--- config.mk ---
export PLATFORM = sky130hd
export DESIGN_NAME = ldd_fifo
export DESIGN_NICKNAME = d
export VERILOG_FILES = /design/src/hw/rtl/ldd_pkg.sv /design/src/hw/rtl/ldd_fifo.sv
export SDC_FILE = /design/constraint.sdc
export NUM_CORES = 1
export LEC_CHECK = 0
export ABC_AREA = 1
export ABC_CLOCK_PERIOD_IN_PS = 2800
export BUFFER_PORTS_ARGS = -buffer_cell sky130_fd_sc_hd__buf_2
export CELL_PAD_IN_SITES_DETAIL_PLACEMENT = 1
export CELL_PAD_IN_SITES_GLOBAL_PLACEMENT = 1
export CORE_AREA = 2 2 65 67
export DETAILED_ROUTE_END_ITERATION = 12
export DIE_AREA = 0 0 67 69
export HOLD_SLACK_MARGIN = 0.05
export PLACE_DENSITY = 0.92
export SLEW_MARGIN = 20
export SYNTH_ARGS = -nofsm -noshare
export SYNTH_HDL_FRONTEND = slang
export SYNTH_SLANG_ARGS = --single-unit
--- constraint.sdc ---
create_clock -name clk -period 2.8 [get_ports clk]
set_input_delay 0.56 -clock clk [delete_from_list [all_inputs] [get_ports clk]]
set_output_delay 0.56 -clock clk [all_outputs]
set_load 0.02 [all_outputs]
--- src/hw/rtl/ldd_pkg.sv ---
package ldd_pkg;

    localparam int MAX_WIDTH_DEF      = 2048;
    localparam int PIXEL_BITS_DEF     = 16;
    localparam int PIXEL_PORT_BITS    = 16;
    localparam int ROW_WIDTH_BITS     = 12;
    localparam int FIELD_HEIGHT_BITS  = 13;
    localparam int ROW_BITS           = 12;
    localparam int HEIGHT_LIMIT       = 4096;
    localparam int CFG_INDEX_BITS     = 2;
    localparam int CFG_DATA_BITS      = 13;

    localparam logic [ROW_WIDTH_BITS-1:0]    RESET_ROW_WIDTH    = 12'd2048;
    localparam logic [FIELD_HEIGHT_BITS-1:0] RESET_FIELD_HEIGHT = 13'd1024;

    localparam logic [CFG_INDEX_BITS-1:0] REG_ROW_WIDTH    = 2'd0;
    localparam logic [CFG_INDEX_BITS-1:0] REG_FIELD_HEIGHT = 2'd1;

    localparam int QUEUE_DEPTH      = 4;
    localparam int QUEUE_PTR_BITS   = 2;
    localparam int QUEUE_LEVEL_BITS = 3;

    typedef struct packed {
        logic                        not_empty;
        logic [QUEUE_LEVEL_BITS-1:0] level;
    } q_status_t;

endpackage

--- src/hw/rtl/ldd_fifo.sv ---
module ldd_fifo #(
    parameter int WIDTH = 8
) (
    input  logic               clk,
    input  logic               rst_n,
    input  logic               push,
    input  logic [WIDTH-1:0]   push_data,
    input  logic               pop,
    output logic [WIDTH-1:0]   head_data,
    output ldd_pkg::q_status_t status
);

    localparam int PB = ldd_pkg::QUEUE_PTR_BITS;
    localparam int LB = ldd_pkg::QUEUE_LEVEL_BITS;

    logic [WIDTH-1:0] store [ldd_pkg::QUEUE_DEPTH];
    logic [PB-1:0]    wr_ptr_reg, wr_ptr_next;
    logic [PB-1:0]    rd_ptr_reg, rd_ptr_next;
    logic [LB-1:0]    level_reg, level_next;

    always_comb
    begin
        wr_ptr_next = push ? wr_ptr_reg + PB'(1) : wr_ptr_reg;
        rd_ptr_next = pop ? rd_ptr_reg + PB'(1) : rd_ptr_reg;
        level_next  = level_reg + LB'(push) - LB'(pop);
    end

    always_ff @(posedge clk or negedge rst_n)
    begin
        if (!rst_n)
        begin
            wr_ptr_reg <= '0;
            rd_ptr_reg <= '0;
            level_reg  <= '0;
        end
        else
        begin
            wr_ptr_reg <= wr_ptr_next;
            rd_ptr_reg <= rd_ptr_next;
            level_reg  <= level_next;
        end
    end

    always_ff @(posedge clk)
    begin
        if (push)
        begin
            store[wr_ptr_reg] <= push_data;
        end
    end

    assign head_data        = store[rd_ptr_reg];
    assign status.not_empty = level_reg != '0;
    assign status.level     = level_reg;

`ifndef SYNTHESIS
    a_no_overflow: assert property (@(posedge clk) disable iff (!rst_n)
        push |-> (level_reg < LB'(ldd_pkg::QUEUE_DEPTH)) || pop)
        else $error("queue pushed while full");

    a_no_underflow: assert property (@(posedge clk) disable iff (!rst_n)
        pop |-> level_reg != '0)
        else $error("queue popped while empty");

    a_level_bound: assert property (@(posedge clk) disable iff (!rst_n)
        level_reg <= LB'(ldd_pkg::QUEUE_DEPTH))
        else $error("queue level out of range");
`endif

endmodule

==> flow_summary.json <==
{
  "grt_pass1_vias": 1227,
  "die_area_um2": 4620,
  "core-area_um2": 3910,
  "worst_skew_pair.late_latency_ps": 290,
  "cts-root-buf": "clkbuf_8",
  "timing.slew.headroom_pct": 51.3,
  "wire_per_inst_um": 14.4,
  "cts_buffers": 5,
  "place_area_um2": 1920,
  "setup_tns_ps": 0,
  "max_freq_mhz": 432,
  "cts_buffer_depth": 2,
  "via_per_inst": 4.75,
  "die_x_um": 67,
  "rsz0062_at_grt": "no",
  "routed_wl_mm": 3.54,
  "yosys.area_share.simple_pct": 17.2,
  "finClkSkew_ps": 3.48,
  "power.internal_mw": 1.21,
  "crit_path_end_kind": "output pin",
  "hold_slack_ps": 96.0,
  "place_ws_ps": 820,
  "holdBufCountCts": 0,
  "portBuffers": 23,
  "power_density_nw_per_um2": 1040,
  "placed_cells": 238,
  "place.gp.congestion": 0.738,
  "cts_max_level": 2,
  "combPwrFrac_pct": 38.7,
  "largest_reg_flops": 32,
  "synth_top_family_by_area": "simple AND/OR/NAND/NOR gates",
  "grt_overflow": 0,
  "die_h_um": 69,
  "io_pins": 24,
  "syn_area_um2": 1800,
  "ys_ff_latch": 39,
  "synthMuxAreaShare_pct": 0,
  "synth_area_per_cell_um2": 10.6,
  "n_antenna_cell": 0,
  "synth-xor-area-share_pct": 1.46,
  "finalHoldViolations": 0,
  "post-route-min-period_ps": 2310,
  "p_switching_uw": 869,
  "gr-usage-all-layers_pct": 17.5,
  "start_util_pct": 45.9,
  "row_count": 23,
  "fin_crit_sh_pct": 82.6,
  "synth-adder-area-share_pct": 5.29,
  "seq_power_share_pct": 43.7,
  "start_kind": "register",
  "clk_pin_slew_ps": 80,
  "p_clk_share_pct": 17.6,
  "final_cell_mix": "inv_1, nand2_1, edfxtp_1",
  "leakagePower_nw": 0.990,
  "tightest_slew_ps": 730,
  "final_core_util_pct": 51.3,
  "postLayoutCellArea_um2": 2010,
  "antenna_found_initial": 0,
  "synthCells": 170,
  "fin_nets": 214,
  "critPathMaxFanout": 19,
  "dr.first_iter.drc_count": 23,
  "cts_tree": "built",
  "drive_gt1_share_pct": 20.4,
  "ys_warn_count": 0,
  "grt_max_degree": 20,
  "ir_worst_vdd_mv": 0.478,
  "fillCellCount": 472,
  "setup_viol": 0,
  "critical_path_arrival_ps": 1750,
  "ys_seq_area_share_pct": 63.2,
  "ctsResizeCount": 0,
  "drc_errors": 0,
  "area_growth_pct": 11.7,
  "clkSinkCount": 39,
  "slew_violations": 0,
  "first_pass_iters": 4,
  "grt_pass1_wl_mm": 5.94,
  "ant_nets": 0,
  "worst_slack_ps": 488,
  "via_count": 1168,
  "path_class": "reg2out",
  "max-cap-violations": 0,
  "ys_types": 17,
  "cts_setup_buffers": 0,
  "p_total_mw": 2.08,
  "syn-num-nets": 189,
  "hp-class": "in2async",
  "status": "finished clean",
  "p_sw_share_pct": 41.7,
  "cp.required_ps": 2240,
  "fin_cells": 246,
  "place_hpwl_mm": 2.48,
  "synth_compound_area_share_pct": 0.278
}
## logic make-up (layout without fill, tap and decap cells)
kind of cell,count (synthesis),in the layout
and+or+nand+nor,70,70
AOI/OAI and AO/OA,1,1
DFF,39,39
adders and majority gates,7,7
buffers and inverters,50,76
xor gates and xnor gates,3,3
## layout make-up
class                   count  area, µm²  share of cell area (%)
well taps                  50       62.6                    3.12
inverters                  45        174                    8.66
multi-input cells          81        435                    21.7
repair buffers             23        115                    5.73
clock buffers               6       72.6                    3.61
flip-flops and latches     39       1140                    56.6
clock inverters             2       12.5                   0.623
## layer usage
| layer | wire length, µm | vias up | track usage, % |
|---|---|---|---|
| met3 | 97 | 6 | 3.92 |
| met4 | 69 | 0 | 8.16 |
| met2 | 1770 | 16 | 27.8 |
| li1 | - | 569 | - |
| met5 | 0 | - | 0 |
| met1 | 1600 | 577 | 22.5 |
## power by group through the flow
| stage | clock network (mW) | logic [mW] | registers [mW] |
|---|---|---|---|
| floorplan | 0 | 0.655 | 0.863 |
| global placement | 0 | 0.773 | 0.909 |
| detailed placement | 0 | 0.815 | 0.921 |
| CTS | 0.374 | 0.825 | 0.910 |
| global route | 0.398 | 0.912 | 0.930 |
| finish | 0.367 | 0.805 | 0.910 |
## Yosys cell counts
| master | count | area share, % |
|---|---|---|
| nand2_1 | 43 | 9.0 |
| inv_2 | 1 | 0.21 |
| nand2_2 | 8 | 2.8 |
| xor2_1 | 3 | 1.5 |
| inv_1 | 43 | 9.0 |
| buf_12 | 1 | 1.1 |
| ha_1 | 6 | 4.2 |
| fa_1 | 1 | 1.1 |
| buf_2 | 1 | 0.28 |
| nand3_1 | 18 | 5.0 |
| inv_6 | 1 | 0.49 |
| nand3b_1 | 1 | 0.42 |
| buf_6 | 2 | 1.3 |
| edfxtp_1 | 32 | 53 |
| o21ai_1 | 1 | 0.28 |
| dfrtp_1 | 7 | 9.7 |
| clkbuf_2 | 1 | 0.28 |
## final timing paths
path | from | endpoint | slack [ps] | depth (start not counted)
setup / recovery | rd_ptr_reg[0] | head_data[2] | 490 | 5
hold / removal | rst_n | rd_ptr_reg[1] | 100 | 1
setup reg to reg | level_reg[0] | level_reg[2] | 1220 | 7
hold reg to reg | wr_ptr_reg[0] | wr_ptr_reg[0] | 550 | 1
max in group asynchronous | rst_n | level_reg[2] | 2530 | 1
min in group clk | push_data[4] | store[3][4] | 480 | 1
## worst max-delay path, stage by stage, from the launching register on
cell and delay, ps:
dfrtp_1 820, inv_6 180, nand2_2 120, nand3_1 80, nand2_1 90, buf_2 170
(Power assumes the default switching activity.)
