## config.mk

```make
export PLATFORM = sky130hd
export DESIGN_NAME = ldd_back
export DESIGN_NICKNAME = d
export VERILOG_FILES = /design/src/hw/rtl/ldd_pkg.sv /design/src/hw/rtl/ldd_back.sv
export SDC_FILE = /design/constraint.sdc
export NUM_CORES = 1
export LEC_CHECK = 0
export BUFFER_PORTS_ARGS = -buffer_cell sky130_fd_sc_hd__buf_4
export CELL_PAD_IN_SITES_DETAIL_PLACEMENT = 0
export CELL_PAD_IN_SITES_GLOBAL_PLACEMENT = 1
export CORE_MARGIN = 2
export CORE_UTILIZATION = 41
export CTS_BUF_LIST = sky130_fd_sc_hd__clkbuf_8
export DETAILED_ROUTE_END_ITERATION = 10
export PLACE_DENSITY_LB_ADDON = 0.05
export SETUP_SLACK_MARGIN = 0.3
export SLEW_MARGIN = 10
export SYNTH_ARGS = -nofsm -noshare
export SYNTH_HDL_FRONTEND = slang
export SYNTH_SLANG_ARGS = --single-unit
```

## constraint.sdc

```tcl
create_clock -name clk -period 5.92 [get_ports clk]
set_input_delay 1.48 -clock clk [delete_from_list [all_inputs] [get_ports clk]]
set_output_delay 1.48 -clock clk [all_outputs]
set_load 0.005 [all_outputs]
```

## src/hw/rtl/ldd_pkg.sv

```systemverilog
package ldd_pkg;

    localparam int MAX_WIDTH_DEF      = 2048;
    localparam int PIXEL_BITS_DEF     = 16;
    localparam int PIXEL_PORT_BITS    = 16;
    localparam int ROW_WIDTH_BITS     = 12;
    localparam int FIELD_HEIGHT_BITS  = 13;
    localparam int ROW_BITS           = 12;
    localparam int HEIGHT_LIMIT       = 4096;
    localparam int CFG_INDEX_BITS     = 2;
    localparam int CFG_DATA_BITS      = 13;

    localparam logic [ROW_WIDTH_BITS-1:0]    RESET_ROW_WIDTH    = 12'd2048;
    localparam logic [FIELD_HEIGHT_BITS-1:0] RESET_FIELD_HEIGHT = 13'd1024;

    localparam logic [CFG_INDEX_BITS-1:0] REG_ROW_WIDTH    = 2'd0;
    localparam logic [CFG_INDEX_BITS-1:0] REG_FIELD_HEIGHT = 2'd1;

    localparam int QUEUE_DEPTH      = 4;
    localparam int QUEUE_PTR_BITS   = 2;
    localparam int QUEUE_LEVEL_BITS = 3;

    typedef struct packed {
        logic                        not_empty;
        logic [QUEUE_LEVEL_BITS-1:0] level;
    } q_status_t;

endpackage

```

## src/hw/rtl/ldd_back.sv

```systemverilog
module ldd_back #(
    parameter int PIXEL_BITS = ldd_pkg::PIXEL_BITS_DEF,
    parameter int COLW       = 11,
    parameter int ITEM_W     = COLW + ldd_pkg::ROW_BITS + 2 * PIXEL_BITS + 3
) (
    input  logic                                clk,
    input  logic                                rst_n,
    input  ldd_pkg::q_status_t                  q_status,
    input  logic [ITEM_W-1:0]                   head_item,
    output logic                                pop,
    output logic                                out_valid,
    input  logic                                out_stall,
    output logic [COLW-1:0]                     column,
    output logic [ldd_pkg::ROW_BITS-1:0]        pair_row,
    output logic [ldd_pkg::PIXEL_PORT_BITS-1:0] copy_pixel,
    output logic [ldd_pkg::PIXEL_PORT_BITS-1:0] blend_pixel,
    output logic                                frame_end,
    output logic                                last
);

    localparam int RB = ldd_pkg::ROW_BITS;
    localparam int PP = ldd_pkg::PIXEL_PORT_BITS;

    logic [COLW-1:0]       h_col;
    logic [RB-1:0]         h_row;
    logic [PIXEL_BITS-1:0] h_prev, h_pix;
    logic                  h_blend, h_edge, h_fe;
    logic [PIXEL_BITS:0]   sum;

    logic                  phase_reg, phase_next;
    logic                  out_valid_reg, out_valid_next;
    logic                  load, emit_edge;

    logic [COLW-1:0]       col_reg;
    logic [RB-1:0]         row_reg;
    logic [PP-1:0]         copy_reg, blend_reg;
    logic                  fe_reg, last_reg;

    always_comb
    begin
        {h_col, h_row, h_prev, h_pix, h_blend, h_edge, h_fe} = head_item;
        sum       = {1'b0, h_prev} + {1'b0, h_pix};
        emit_edge = !h_blend || phase_reg;
        load      = q_status.not_empty && (!out_valid_reg || !out_stall);
        pop       = load && (emit_edge || !h_edge);

        phase_next = phase_reg;
        if (load)
        begin
            phase_next = !emit_edge && h_edge;
        end

        if (load)
        begin
            out_valid_next = 1'b1;
        end
        else
        begin
            out_valid_next = out_valid_reg && out_stall;
        end
    end

    always_ff @(posedge clk or negedge rst_n)
    begin
        if (!rst_n)
        begin
            phase_reg     <= 1'b0;
            out_valid_reg <= 1'b0;
        end
        else
        begin
            phase_reg     <= phase_next;
            out_valid_reg <= out_valid_next;
        end
    end

    always_ff @(posedge clk)
    begin
        if (load)
        begin
            col_reg <= h_col;
            if (emit_edge)
            begin
                row_reg   <= h_row;
                copy_reg  <= PP'(h_pix);
                blend_reg <= PP'(h_pix);
                fe_reg    <= h_fe;
                last_reg  <= 1'b1;
            end
            else
            begin
                row_reg   <= h_row - RB'(1);
                copy_reg  <= PP'(h_prev);
                blend_reg <= PP'(sum[PIXEL_BITS:1]);
                fe_reg    <= 1'b0;
                last_reg  <= !h_edge;
            end
        end
    end

    assign out_valid   = out_valid_reg;
    assign column      = col_reg;
    assign pair_row    = row_reg;
    assign copy_pixel  = copy_reg;
    assign blend_pixel = blend_reg;
    assign frame_end   = fe_reg;
    assign last        = last_reg;

`ifndef SYNTHESIS
    a_phase_needs_head: assert property (@(posedge clk) disable iff (!rst_n)
        phase_reg |-> q_status.not_empty && h_blend && h_edge)
        else $error("second result pending without a queued transaction");

    a_frame_end_is_last: assert property (@(posedge clk) disable iff (!rst_n)
        out_valid_reg && fe_reg |-> last_reg)
        else $error("frame end on a non-final result");

    a_blend_then_edge: assert property (@(posedge clk) disable iff (!rst_n)
        load && !emit_edge && h_edge |=> phase_reg)
        else $error("edge pair skipped after blended pair");
`endif

endmodule

```

==> flow_summary.ini <==
[outcome]
outcome = finished clean

[finish]
finalNonFillerCells = 514
area_occupied_by_multi_input_gates_um2 = 1330
sequential_cell_area_um2 = 1760
final_cell_area_um2 = 4370
insertedDiodeCount = 0
final_core_utilization_pct = 59.6
num-nets-final = 492
layout_cells_sized_above_1_pct = 34.9
n_fill_cell = 656
area_growth_pct = 38.9

[die]
floorplan.initialDensity_pct = 42.9
core_region_area_um2 = 7330
die_area_um2 = 8380
die_width_um = 91.6
die_h_um = 91.6
num_rows = 31
io_pins = 124

[place]
placement.cell_area_um2 = 4170
numPortBuffers = 120
place_ws_ns = 2.01
hpwlAfterDp_mm = 5.35
place_congestion = 0.758
placedCellCount = 498

[yosys]
synth_enable_flop_cells = 57
yosys-top-cells-area = edfxtp_1 54%, nand2_1 7.8%, ha_1 6.4%, o21ai_0 2.5%, xnor2_1 2.5%
mappedNetlistNets = 365
yosys_most_used_dff = edfxtp_1
post_synth_xor_area_fraction_pct = 4.46
synth_fa_ha_area_share_pct = 7.01
synth.yosys.seq_area_share_pct = 56.1
synthCells = 283
combinational_family_with_the_most_area_after_synthesis = simple AND/OR/NAND/NOR gates
synth_most_common_cell = nand2_1
synth_area_um2 = 3140
ffs_w_async_s_r_synth_pct = 3.39
synth.top_cell.area_share_pct = 54.5
synth-compound-area-share_pct = 13.5
yosys.cell_types.count = 47
muxShareOfSynthArea_pct = 0.318
synth-seq-cells = 59
syn-mean-instance-area_um2 = 11.1
yosys_warnings = 0
synth_simple_gate_area_share_pct = 17.0
synth_largest_area_cell = edfxtp_1
synth_commonest_cells = 65 x nand2_1, 57 x edfxtp_1, 16 x ha_1, 16 x o21ai_0

[global_routing]
global_route_wire_length_before_repair_mm = 12.1
gr-total-overflow = 0
grt_util_all_layers_pct = 18.3
antenna_found_initial = 0
grt_pass1_vias = 2461
pin_count_of_the_biggest_net_entering_global_routing = 43

[worst_setup_path]
path_cells = buf_4, and2_1, fa_1, a21o_1, a311oi_2, nor4_1, o31a_1, o41a_1
critPathRequiredTime_ns = 6.00
critical_path_fanouts_max = 5
worstPathBufferInverterCount = 1
timing.critical_path.max_delay_family = compound AO/OA/AOI/OAI gates
crit_arrival_ns = 3.63
worst_setup_start_kind = input port
worstSetupPathType = in2reg
crit_slowest_cell = a311oi_2
critPathMaxStageDelay_ns = 0.47
crit_path_end_kind = register

[detailed_routing]
drcViolationCount = 0
average_wire_length_per_cell_after_detail_routing_um = 14.2
total_via_count_after_detailed_routing = 2595
antenna_left = 0
drt_first_iter_violations = 91
dr.pass1.iters = 4
routed_wl_mm = 7.30
routed_vias_inst = 5.05

[sta]
min_period_over_period_pct = 59.9
unrepaired_setup_endpoints_after_global_routing = false
slew_headroom_pct = 60.6
final.min_clock_period_ns = 3.54
achievable_frequency_ghz = 0.282
worst_pin_slew_ns = 0.584
final_hold_viol_count = 0
final_setup_vio_count = 0
timing.final.ws_setup_ns = 2.38
finalSetupTns_ns = 0
report.final.slew_viol_count = 0
final.setup_skew_ns = 0.00847
whs_ns = 0.518

[clocking]
worstSkewPairLatency_ns = 0.33
postCtsHoldBufs = 0
cts_tree = built
clock_tree_root_driver_cell = clkbuf_8
cts_sinks = 59
postCtsResizedCells = 0
cts.repair_timing.setup_buffer_count = 0
tritoncts.num_buffers = 9
ctsHtreeMaxLevel = 3
clockBufferDepth = 2
register_clock_pin_slew_on_the_reported_worst_setup_and_hold_paths_ns = 0.07

[job]
maxCapViolCount = 0

[power_and_ir_drop]
static_leak_nw = 1.91
vdd.ir_drop.worst_uv = 128
power_mw = 1.11
power.density_nw_per_um2 = 254

[hold_path]
hold_path_class = reg2reg
## power by group
part           switching (mW)  internal, mW  total (mW)
logic                   0.116         0.113       0.229
clock network           0.176         0.197       0.373
registers             0.00821         0.499       0.508
total                   0.300         0.809        1.11
## cells by family (layout without fill, tap and decap cells)
group           Yosys count  in the layout
xor+xnor                 16             16
simple gates            115            115
buf+inv                  14            146
flops                    59             59
fa+ha+maj                17             17
mux                       1              1
compound gates           61             61
## cells in the final DEF (no fill, tap or decap), types with 7 or more instances in the layout
| master | count |
|---|---|
| nor3_1 | 10 |
| xor2_1 | 7 |
| buf_4 | 123 |
| a21oi_1 | 10 |
| ha_1 | 16 |
| nand3_1 | 7 |
| clkbuf_8 | 9 |
| a21o_1 | 9 |
| o21ai_0 | 16 |
| edfxtp_1 | 57 |
| xnor2_1 | 9 |
| nand2_1 | 65 |
## worst register-to-register path: cells and delay by family (launching register included)
family | cells | cell delay, ns
flip-flops | 1 | 0.40
XOR/XNOR | 1 | 0.10
buffers and inverters | 1 | 0.26
AND/OR/NAND/NOR | 4 | 0.94
## layer usage
layer	share of wire (%)	track usage [%]	wire, um
met5	0	0	0
met4	0.78	6.82	57
met3	6.9	3.57	502
met2	47	29.1	3450
met1	45	24.7	3290
## final cells by class
class	instances	share of cell area (%)
Inverter	7	0.602
Tap cell	99	2.84
Clock inverter	7	1.75
Sequential cell	59	40.3
Timing Repair Buffer	123	21.1
Multi-Input combinational cell	210	30.5
Clock buffer	9	2.84
## final timing paths
| kind | slack [ns] | end | cells past startpoint | startpoint |
|---|---|---|---|---|
| worst max-delay path | 2.38 | blend_pixel[15]$_DFFE_PP_ | 8 | head_item[19] |
| worst min-delay path | 0.52 | out_valid$_DFF_PN0_ | 2 | out_valid$_DFF_PN0_ |
| worst max register to register | 3.97 | pair_row[9]$_DFFE_PP_ | 6 | phase_reg$_DFFE_PN0P_ |
| worst min register to register | 0.52 | out_valid$_DFF_PN0_ | 2 | out_valid$_DFF_PN0_ |
| max in group asynchronous | 4.92 | phase_reg$_DFFE_PN0P_ | 1 | rst_n |
| min in group asynchronous | 0.91 | out_valid$_DFF_PN0_ | 1 | rst_n |
(Power assumes the default switching activity.)
